**config.mk**
```make
export PLATFORM = sky130hd
export DESIGN_NAME = swrb_ctrl
export DESIGN_NICKNAME = d
export VERILOG_FILES = /design/src/swrb_pkg.sv /design/src/swrb_ctrl.sv
export SDC_FILE = /design/constraint.sdc
export NUM_CORES = 1
export LEC_CHECK = 0
export BUFFER_PORTS_ARGS = -buffer_cell sky130_fd_sc_hd__buf_2
export CORE_AREA = 8 8 45 47
export CTS_CLUSTER_SIZE = 25
export DETAILED_ROUTE_END_ITERATION = 10
export DIE_AREA = 0 0 53 55
export GPL_ROUTABILITY_DRIVEN = 1
export PLACE_DENSITY = 0.46
export SYNTH_ARGS = -nofsm -noshare
export SYNTH_HDL_FRONTEND = slang
export SYNTH_SLANG_ARGS = --single-unit
```
**constraint.sdc**
```tcl
create_clock -name clk -period 1.3 [get_ports clk]
set_clock_uncertainty 0.15 [all_clocks]
set_input_delay 0.13 -clock clk [delete_from_list [all_inputs] [get_ports clk]]
set_output_delay 0.13 -clock clk [all_outputs]
set_load 0.1 [all_outputs]
```
**src/swrb_pkg.sv**
```systemverilog
// Shared constants, command and status types of the sliding window retransmit buffer.
package swrb_pkg;

    localparam int MAX_WINDOW = 64;
    localparam int MAX_PACKET = 2048;
    localparam int IDX_W      = $clog2(MAX_WINDOW);
    localparam int OFF_W      = $clog2(MAX_PACKET);
    localparam int LEN_W      = OFF_W + 1;
    localparam int WS_W       = 7;
    localparam int SEQ_W      = 32;
    localparam int PKT_AW     = IDX_W + OFF_W;
    localparam int DIV_BITS   = 4;
    localparam int DIV_STEPS  = SEQ_W / DIV_BITS;
    localparam int DCNT_W     = $clog2(DIV_STEPS);

    localparam logic [2:0] OP_WRITE   = 3'd0;
    localparam logic [2:0] OP_DELETE  = 3'd1;
    localparam logic [2:0] OP_READ    = 3'd2;
    localparam logic [2:0] OP_SLIDE   = 3'd3;
    localparam logic [2:0] OP_ADVANCE = 3'd4;

    localparam logic [1:0] ST_OK       = 2'd0;
    localparam logic [1:0] ST_CONFLICT = 2'd1;
    localparam logic [1:0] ST_EMPTY    = 2'd2;

    typedef struct packed {
        logic load_item;
        logic div_run;
        logic exec;
        logic slide_run;
        logic slide_end;
        logic finish;
        logic cfg_write;
    } swrb_cmd_t;

    typedef struct packed {
        logic [2:0] op;
        logic       div_last;
        logic       slide_last;
        logic       out_free;
    } swrb_stat_t;

endpackage

```
**src/swrb_ctrl.sv**
```systemverilog
// Controller state machine of the sliding window retransmit buffer.
module swrb_ctrl import swrb_pkg::*; (
    input  logic       clk,
    input  logic       rst_n,
    input  logic       in_valid,
    output logic       in_ready,
    input  logic       cfg_valid,
    output logic       cfg_ready,
    input  swrb_stat_t stat,
    output swrb_cmd_t  cmd
);

    localparam logic [2:0] S_IDLE  = 3'd0;
    localparam logic [2:0] S_DIV   = 3'd1;
    localparam logic [2:0] S_READ  = 3'd2;
    localparam logic [2:0] S_EXEC  = 3'd3;
    localparam logic [2:0] S_SLIDE = 3'd4;
    localparam logic [2:0] S_DONE  = 3'd5;

    logic [2:0] state_reg, state_next;

    assign in_ready  = (state_reg == S_IDLE);
    assign cfg_ready = (state_reg == S_IDLE);

    // Next state and commands.
    always_comb
    begin
        state_next = state_reg;
        cmd        = '0;
        case (state_reg)
            S_IDLE:
            begin
                cmd.cfg_write = cfg_valid;
                if (in_valid)
                begin
                    cmd.load_item = 1'b1;
                    state_next    = S_DIV;
                end
            end
            S_DIV:
            begin
                cmd.div_run = 1'b1;
                if (stat.div_last)
                begin
                    if (stat.op == OP_SLIDE)
                    begin
                        state_next = S_SLIDE;
                    end
                    else if (stat.op inside {OP_WRITE, OP_DELETE, OP_READ})
                    begin
                        state_next = S_READ;
                    end
                    else
                    begin
                        state_next = S_EXEC;
                    end
                end
            end
            S_READ:
            begin
                state_next = S_EXEC;
            end
            S_EXEC:
            begin
                cmd.exec   = 1'b1;
                state_next = S_DONE;
            end
            S_SLIDE:
            begin
                if (stat.slide_last)
                begin
                    cmd.slide_end = 1'b1;
                    state_next    = S_DONE;
                end
                else
                begin
                    cmd.slide_run = 1'b1;
                end
            end
            S_DONE:
            begin
                if (stat.out_free)
                begin
                    cmd.finish = 1'b1;
                    state_next = S_IDLE;
                end
            end
            default:
            begin
                state_next = S_IDLE;
            end
        endcase
    end

    // State register.
    always_ff @(posedge clk or negedge rst_n)
    begin
        if (!rst_n)
        begin
            state_reg <= S_IDLE;
        end
        else
        begin
            state_reg <= state_next;
        end
    end

endmodule

```
# --- Word-level counts from Yosys, hierarchy flattened ---
# Cells that the tools add are included.
op_classes:
  eq_ne: 12
  muxes: 17
  n_reduce_logical: 4
op_table:
  columns: ["operator", "count"]
  rows:
  - ["$pmux W3 S6", 1]
  - ["$mux W3", 5]
  - ["$eq A3 B2 Y1 const B", 4]
  - ["$mux W1", 10]
  - ["$ne A2 B2 Y1 const B", 4]
  - ["$eq A3 B1 Y1 const B", 2]
  - ["$eq A3 B3 Y1 const B", 2]
  - ["$logic_not A3 Y1", 2]
  - ["$reduce_and A4 Y1", 1]
  - ["$reduce_bool A3 Y1", 1]
  - ["$mux W2", 1]
word_totals:
  ff_bits: 3
  input_bits: 10
  out_inout_bits: 9
  wordCells: 34

# --- Longest topological paths before layout ---
# Gate-level depths: netlist of the first run.
depth:
  ltp_word: 6
  ltp_mapped: 4
  depth_no_buf: 3

# --- Least setup slack after synthesis of the first run ---
# Ideal clock, no wire load.
synth_path:
  path_kind: "register -> output"
  from: "reg state_reg[0]"
  to: "out cmd[5] (netlist bit)"
  arrival_time_ps: 2711
  required_time_ps: 1020
  path_slack_ps: -1691
  stages_incl_launch_ff: 3
  path_buffers: 1
  cell_sequence: "dfrtp_1 buf_6 nor3b_1"
synth_rtl:
  columns: ["element", "line", "source"]
  rows:
  - ["from (decl)", "swrb_ctrl.sv:20", "logic [2:0] state_reg, state_next;"]
  - ["from (signal assigned)", "swrb_ctrl.sv:104", "state_reg <= state_next;"]
  - ["to (decl)", "swrb_ctrl.sv:10", "output swrb_cmd_t cmd"]

==> impl_metrics.json, run 1 <==
{
  "clock-root-buffer": "clkbuf_4",
  "cts-root-to-sink-buffers": 2,
  "detail_route.iter0.violations": 4,
  "die_area_sq_mm": 0.00292,
  "initial_utilization_pct": 18.8,
  "worstSetupPathType": "reg2out",
  "finalHoldViolCount": 0,
  "detail_route.first_pass.iterations": 2,
  "finalWeightedCongestion": 0.701,
  "clk_transition_reported_paths_ns": 0.04,
  "status": "finished with violations",
  "critical_path.top_delay_family": "flip-flops",
  "final-seq-area_sq_um": 78.8,
  "internal_reg_to_reg_setup_slack_ns": 0.06,
  "finalCritPeriodShare_pct": 122,
  "largest_reg_flops": 3,
  "critical_path_buffers_and_inverters": 2,
  "postRouteAntennaNets": 0,
  "worst_ep_required_time_ns": 1.02,
  "postSynthCellCount": 30,
  "final_min_period_ns": 1.58,
  "number_of_global_route_vias_before_repair": 361,
  "die_height_um": 55,
  "grt_pass1_wl_mm": 1.41,
  "vias": 343,
  "syn-cell-area_sq_um": 260,
  "post-cts-setup-buffer-count": 0,
  "violated_checks": "negative setup slack",
  "clock_insertion_delay_worst_skew_ns": 0.24,
  "floorplan.rows": 14,
  "synth_fp_nets": 40,
  "synth_cell_types": 19,
  "numClockSinks": 3,
  "finalMaxSlewViolations": 0,
  "finalInstanceArea_sq_um": 658,
  "min_delay_worst_type": "in2reg",
  "worst_pin_slew_ns": 0.185,
  "crit_path_cell_trace": "buf_6 -> nor3_4 -> and2_4 -> buf_12",
  "synth_register_bits": 3,
  "finalHoldWorstSlack_ns": 0.0248,
  "cts_inserted_buffers": 3,
  "final_net_count": 71,
  "crit_path_end_kind": "output pin",
  "post_drt_via_cell_ratio": 4.51,
  "critPathMaxFanout": 4,
  "placement.cell_area_sq_um": 597,
  "drc": 0,
  "fin_ws_ns": -0.281,
  "grt_setup_unrepaired": "yes",
  "multi_input_area_sq_um": 215,
  "cts_tree": "built",
  "antenna_violations_before_repair": 0,
  "die_w_um": 53,
  "global_route.overflow_total": 0,
  "setup_viol": 9,
  "maxcap_violations": 0,
  "i_o_pin_cnt": 19,
  "timing.critical_path.from_type": "flip-flop",
  "drt_wl_total_um": 889,
  "synth-seq-area-share_pct": 28.8,
  "hpwl_um": 734,
  "layout-drive-gt1-share_pct": 73.3,
  "diodes": 0,
  "fillerInstances": 135,
  "grtUsageTotal_pct": 7.18,
  "fp.coreArea_sq_mm": 0.00138,
  "max_transition_margin_pct": 87.6,
  "critical_path_arrival_ns": 1.30,
  "largest_net_degree_at_the_start_of_global_routing": 8,
  "htreeDepth": 1,
  "yosys_warnings": 0,
  "wl_per_cell_um": 11.7,
  "layout-area-overhead-vs-synth_pct": 153,
  "syn_avg_cell_area_sq_um": 8.68,
  "port_buffers": 18,
  "fmax_ghz": 0.632,
  "slowest_stage": "dfrtp_2",
  "critical_path.max_stage_delay_ns": 0.42
}
[synth_stat cells]
cell type  n  share of area [%]
nand3b_1   2                5.8
nand2_1    2                2.9
nand4b_1   1                3.4
nor3b_1    1                2.9
and3b_1    1                3.4
o21ai_1    3                5.8
buf_6      2                8.7
and4b_1    1                3.8
a22oi_1    1                2.9
nand2b_1   2                4.8
a21oi_1    2                3.8
buf_4      1                2.9
nor3_2     1                3.8
nor3b_2    1                4.8
nor3_1     1                1.9
nor2_1     2                2.9
dfrtp_1    3                 29
and2_1     2                4.8
o21ai_0    1                1.9
[per-stage QoR]
step	std cells	util, %	setup TNS (ns)	setup slack, ns
floorplan	30	-	-4.56	-0.771
global placement	71	43.1	-0.241	-0.0562
detailed placement	71	43.1	-0.283	-0.0750
CTS	76	46.4	-2.35	-0.295
global route	76	47.6	-2.61	-0.351
finish	76	47.6	-2.09	-0.281
[cell usage in the layout (no fill, tap or decap), types with 3 or more instances in the layout]
| master | n |
|---|---|
| buf_12 | 9 |
| buf_4 | 8 |
| clkbuf_4 | 3 |
| buf_2 | 9 |
| o21ai_1 | 4 |
| dfrtp_2 | 3 |
[worst paths after layout]
path,from,to,depth (start not counted)
max in group asynchronous,rst_n,state_reg[0],2
min reg2reg,state_reg[1],state_reg[1],3
min,stat[2],state_reg[1],3
max,state_reg[1],cmd[0],4
max reg2reg,state_reg[0],state_reg[0],4
min in group asynchronous,rst_n,state_reg[1],2
[cell type report]
cell class / count / share of cell area [%]
Sequential cell: 3 / 12.0
Clock buffer: 4 / 3.99
Tap cell: 16 / 3.04
Timing Repair Buffer: 29 / 48.3
Multi-Input combinational cell: 24 / 32.7
[per-layer routing]
layer,GRT usage [%],part of all wire (%),up-vias
li1,-,-,168
met1,6.28,37,157
met2,10.9,53,14
met3,2.67,6.2,4
met4,10.3,3.7,0
met5,0,0,-
[tightest hold or removal path, stage by stage]
cell and delay (ns):
buf_2 0.11, nand4b_1 0.08, a21oi_1 0.05
[logic make-up after synthesis]
kind of cell,Yosys count,synth area share [%]
flops,3,28.8
compound gates,7,14.4
simple gates,17,45.2
buf+inv,3,11.5
[repair_timing]
action,CTS,global route
resized for setup,2,6
endpoints found under the setup margin,10,11
pin swaps,3,2
cloned,0,0
hold buffers,1,0
hold endpoints to repair,3,0
Power of run 1 is left out: the tool's default activity adds up to more than one toggle a clock period on the data nets, which glitch-free logic cannot reach.
==> inputs of run 2 (changes only) <==
--- a/config.mk
+++ b/config.mk
@@ -11,7 +11,7 @@
 export DETAILED_ROUTE_END_ITERATION = 10
 export DIE_AREA = 0 0 53 55
 export GPL_ROUTABILITY_DRIVEN = 1
-export PLACE_DENSITY = 0.46
+export PLACE_DENSITY = 0.51
 export SYNTH_ARGS = -nofsm -noshare
 export SYNTH_HDL_FRONTEND = slang
 export SYNTH_SLANG_ARGS = --single-unit
==> constraint.sdc (replaced) <==
create_clock -name clk -period 1.3 [get_ports clk]
set_clock_uncertainty 0.15 [all_clocks]
set_input_delay 0.13 -clock clk [delete_from_list [all_inputs] [get_ports clk]]
set_output_delay 0.13 -clock clk [all_outputs]
set_load 0.02 [all_outputs]
==> run 2 against run 1 <==
  * The run still ends with negative setup slack left
  * Critical path type unchanged
  * Count of clock-buffer cells in the layout stayed put
  * Register-to-register slack worse by 0.08 ns
  * Core utilization is 6.2 points lower
  * Critical path depth is 1 lower
  * Hold slack better by 0.016 ns
  * Global-route usage is 1.8 points lower
  * First-iteration DRC count is 50% lower
  * Die area stayed put
  * Via count is 2.6% lower
  * Sequential share of layout area is 1.8 points higher
  * Non-clock buffer count is 1 higher
==> impl_metrics.json, run 2 (synthesis results as in run 1) <==
{
  "finalHoldViolCount": 0,
  "most_frequent_cells_in_the_layout": "buf_6 (10), buf_4 (10), buf_2 (9), o21ai_1 (4)",
  "max_transition_margin_pct": 89.5,
  "violated_checks": "negative setup slack",
  "vias": 334,
  "diodes": 0,
  "totalNegativeSetupSlack_ns": -1.19,
  "cts_tree": "built",
  "slowest_stage": "dfrtp_2",
  "drc": 0,
  "crit_path_cell_trace": "nor3_4 -> and2_2 -> buf_6",
  "worstSetupPathType": "reg2out",
  "largest_net_degree_at_the_start_of_global_routing": 7,
  "critical_path_arrival_ns": 1.18,
  "fmax_ghz": 0.683,
  "min_delay_worst_type": "in2reg",
  "layout-area-overhead-vs-synth_pct": 120,
  "critical_path.max_stage_delay_ns": 0.45,
  "cts_inserted_buffers": 3,
  "clock-root-buffer": "clkbuf_4",
  "initial_utilization_pct": 18.8,
  "dp_cells": 66,
  "finalWeightedCongestion": 0.723,
  "die_w_um": 53,
  "htreeDepth": 1,
  "antenna_violations_before_repair": 0,
  "final-instance-count-excl-fill": 77,
  "number_of_global_route_vias_before_repair": 292,
  "final_core_utilization_pct": 41.3,
  "post_drt_via_cell_ratio": 4.34,
  "power_density_mw_per_mm2": 2300,
  "die_height_um": 55,
  "largest_reg_flops": 3,
  "detail_route.first_pass.iterations": 4,
  "grt_setup_unrepaired": "yes",
  "critical_path_buffers_and_inverters": 1,
  "status": "finished with violations",
  "numClockSinks": 3,
  "finalCritPeriodShare_pct": 113,
  "global_route.overflow_total": 0,
  "fin_ws_ns": -0.163,
  "worst_pin_slew_ns": 0.157,
  "cts-root-to-sink-buffers": 2,
  "crit_path_end_kind": "output pin",
  "i_o_pin_cnt": 19,
  "port_buffers": 18,
  "layout-drive-gt1-share_pct": 73.8,
  "finalHoldWorstSlack_ns": 0.0410,
  "die_area_sq_mm": 0.00292,
  "maxcap_violations": 0,
  "design_power_total_mw": 1.31,
  "postRouteAntennaNets": 0,
  "floorplan.rows": 14,
  "grtUsageTotal_pct": 5.37,
  "cellLeakagePower_nw": 0.262,
  "critical_path.top_delay_family": "flip-flops",
  "finalMaxSlewViolations": 0,
  "worst_ep_required_time_ns": 1.02,
  "timing.critical_path.from_type": "flip-flop",
  "fp.coreArea_sq_mm": 0.00138,
  "critPathMaxFanout": 6,
  "detail_route.iter0.violations": 2,
  "setup_viol": 10,
  "final_min_period_ns": 1.46,
  "final_net_count": 72,
  "grt_pass1_wl_mm": 1.17,
  "clk_transition_reported_paths_ns": 0.04,
  "drt_wl_total_um": 949,
  "clock_insertion_delay_worst_skew_ns": 0.23,
  "hpwl_um": 635,
  "worst_ir_drop_vdd_v": 0.000740,
  "wl_per_cell_um": 12.3
}
[run 2: cell count changes in the layout (fill, tap and decap cells not counted), sizes merged]
cell  delta
buf      +1
[run 2: path summary, 6_finish.rpt]
path	startpoint	endpoint	slack, ns	cells after the start
worst max register to register	state_reg[0]	state_reg[0]	-0.02	5
min in group asynchronous	rst_n	state_reg[1]	0.07	2
worst min-delay path	stat[2]	state_reg[1]	0.04	3
worst max-delay path	state_reg[0]	cmd[6]	-0.16	3
worst min register to register	state_reg[2]	state_reg[1]	0.52	2
max in group asynchronous	rst_n	state_reg[0]	0.81	2
[run 2: routing by layer]
metal	up-vias	GRT usage (%)	wire length (um)
li1	167	-	-
met1	154	5.35	327
met2	13	8.98	555
met3	0	1.34	66
met4	0	5.17	0
met5	-	0	0
[run 2: repair_timing]
item                       CTS  global route
setup endpoints to repair    9            10
hold endpoints to repair     3             0
hold buffers                 1             0
setup buffers                4             2
gates resized for setup     16            14
pin swaps                    0             4
[run 2: cell type report]
cell class	instances	area (sq um)
timing repair buffer	30	243
sequential	3	78.8
fill	139	812
clock buffer	4	26.3
tap	16	20.0
multi-input combinational	24	204
[run 2: worst register-to-register path, cell delays in order, from the launching register on]
cell and delay (ns):
dfrtp_2 0.45, buf_4 0.15, buf_6 0.11, a21oi_4 0.12, o21ai_1 0.08, a22oi_1 0.16
[run 2: power breakdown]
part           total (mW)  switching, mW  internal, mW
Combinational       0.921          0.403         0.518
Sequential          0.228         0.0846         0.143
Clock               0.164         0.0485         0.115
[run 2: metrics by stage]
step	cell area, sq um	setup slack, ns
floorplan	278	-0.0619
global placement	395	0.0322
detailed placement	395	0.0443
CTS	509	-0.156
global route	572	-0.216
finish	572	-0.163
(Power assumes the default switching activity.)
==> inputs of run 3 (changes only) <==
--- a/config.mk
+++ b/config.mk
@@ -6,11 +6,12 @@
 export NUM_CORES = 1
 export LEC_CHECK = 0
 export BUFFER_PORTS_ARGS = -buffer_cell sky130_fd_sc_hd__buf_2
-export CORE_AREA = 8 8 45 47
+export CORE_AREA = 4 4 41 43
 export CTS_CLUSTER_SIZE = 25
 export DETAILED_ROUTE_END_ITERATION = 10
-export DIE_AREA = 0 0 53 55
+export DIE_AREA = 0 0 45 47
 export GPL_ROUTABILITY_DRIVEN = 1
+export MAX_ROUTING_LAYER = met4
 export PLACE_DENSITY = 0.51
 export SYNTH_ARGS = -nofsm -noshare
 export SYNTH_HDL_FRONTEND = slang
==> run 3 against run 2 <==
  * The run still ends with negative setup slack left
  * Via count decreased by 7.5%
  * Critical path type unchanged
  * Highest routed layer unchanged
  * Critical endpoint is now cmd[0]
  * First-iteration DRC count is the same
  * Sequential power shrank 6%
==> impl_metrics.json, run 3 (synthesis results as in run 1) <==
{
  "cts-root-to-sink-buffers": 2,
  "grtUsageTotal_pct": 8.18,
  "antenna_violations_before_repair": 0,
  "min_delay_worst_type": "in2reg",
  "final_min_period_ns": 1.45,
  "fmax_ghz": 0.687,
  "worst_hold_path.num_cells": 3,
  "critPathMaxFanout": 4,
  "cts_inserted_buffers": 3,
  "status": "finished with violations",
  "fin_ws_ns": -0.155,
  "die_height_um": 47,
  "largest_reg_flops": 3,
  "grt_setup_unrepaired": "yes",
  "max_transition_margin_pct": 87.1,
  "drc": 0,
  "most_frequent_cells_in_the_layout": "buf_2 (10), buf_6 (7), buf_4 (7)",
  "port_buffers": 18,
  "initial_utilization_pct": 20.0,
  "number_of_global_route_vias_before_repair": 286,
  "final_net_count": 67,
  "diodes": 0,
  "rr_worst_depth": 4,
  "grt_pass1_wl_mm": 1.15,
  "numClockSinks": 3,
  "worstSetupPathType": "reg2out",
  "finalHoldViolCount": 0,
  "drt_wl_total_um": 692,
  "power_density_mw_per_mm2": 2260,
  "worst_setup_path_startpoint": "state_reg[1]",
  "clock_insertion_delay_worst_skew_ns": 0.23,
  "clk_transition_reported_paths_ns": 0.04,
  "post_drt_via_cell_ratio": 4.35,
  "layout-area-overhead-vs-synth_pct": 90.9,
  "die_area_sq_mm": 0.00212,
  "hpwl_um": 551,
  "htreeDepth": 1,
  "maxcap_violations": 0,
  "finalHoldWorstSlack_ns": 0.0424,
  "die_w_um": 45,
  "violated_checks": "negative setup slack",
  "largest_net_degree_at_the_start_of_global_routing": 9,
  "layout_commonest_cell": "buf_2",
  "crit_end": "cmd[0]",
  "floorplan.rows": 13,
  "fp.coreArea_sq_mm": 0.00130,
  "crit_path_end_kind": "output pin",
  "detail_route.first_pass.iterations": 4,
  "cellLeakagePower_nw": 0.232,
  "timing.critical_path.from_type": "flip-flop",
  "design_power_total_mw": 1.12,
  "worst_ir_drop_vdd_v": 0.000945,
  "cts_tree": "built",
  "critical_path.reg2reg.startpoint": "state_reg[0]",
  "postRouteAntennaNets": 0,
  "vias": 309,
  "critical_path_arrival_ns": 1.17,
  "critical_path.reg2reg.endpoint": "state_reg[0]",
  "i_o_pin_cnt": 19,
  "dp_cells": 63,
  "detail_route.iter0.violations": 2,
  "wl_per_cell_um": 9.75,
  "fillerInstances": 152,
  "internal_reg_to_reg_setup_slack_ns": 0.04,
  "setup_viol": 9,
  "final-instance-count-excl-fill": 71,
  "worst_ep_required_time_ns": 1.02,
  "worst_pin_slew_ns": 0.193,
  "clock-root-buffer": "clkbuf_4",
  "finalMaxSlewViolations": 0,
  "global_route.overflow_total": 0,
  "pre_cts_slack_ns": 0.00245,
  "layout-drive-gt1-share_pct": 64.3,
  "finalCritPeriodShare_pct": 112,
  "finalWeightedCongestion": 0.721
}
run 3: cell types whose count changed in the layout (fill, tap and decap cells not counted):
cell     previous run  this run
buf_6              10         7
buf_2               9        10
and2_1              0         1
nor2_1              1         2
a21oi_1             1         2
o21ai_0             0         1
nand2_1             1         2
a21oi_4             1         0
nand2_2             1         0
and2_2              1         0
buf_4              10         7
nor2_4              1         0
o21ai_1             4         3
run 3: through the flow:
step	utilization (%)	setup TNS, ns	cell area [sq um]
after floorplan	-	-0.0968	278
after global placement	29.1	0	379
after detailed placement	29.1	0	379
after CTS	35.2	-1.06	458
after global routing	38.2	-1.37	497
final	38.2	-0.877	497
run 3: repair_timing:
item	CTS	global route
setup buffers	1	2
hold buffers	1	0
hold endpoints to repair	3	0
pin swaps	4	2
resized for setup	13	7
setup endpoints to repair	9	10
run 3: worst max-delay path: stages, from the launching register on:
cell and delay (ns):
dfrtp_2 0.43, nor3_4 0.22, and2_1 0.17, buf_6 0.12
run 3: metal layers:
metal	vias to the layer above	routed length [um]	global-route usage, %
met2	11	336	10.7
met1	139	289	9.17
met4	0	0	8.77
li1	159	-	-
met3	0	66	2.68
met5	-	0	-
run 3: power by group:
| part | switching [mW] | total (mW) | internal (mW) |
|---|---|---|---|
| logic | 0.345 | 0.744 | 0.399 |
| registers | 0.0710 | 0.214 | 0.143 |
| clock network | 0.0487 | 0.164 | 0.115 |
| total | 0.465 | 1.12 | 0.658 |
run 3: layout make-up:
class | instances | area [sq um] | area share (%)
Timing Repair Buffer | 25 | 191 | 38.5
Clock buffer | 4 | 26.3 | 5.29
Tap cell | 15 | 18.8 | 3.78
Sequential cell | 3 | 78.8 | 15.9
Multi-Input combinational cell | 24 | 181 | 36.5
run 3: worst min path at each step:
stage	startpoint	end	slack [ns]
2_1_floorplan	rst_n	state_reg[0]	-0.32
3_3_place_gp	rst_n	state_reg[1]	-0.22
3_5_place_dp	rst_n	state_reg[0]	-0.22
4_1_cts	stat[2]	state_reg[1]	0.03
5_1_grt	stat[2]	state_reg[1]	0.07
6_report	stat[2]	state_reg[1]	0.04
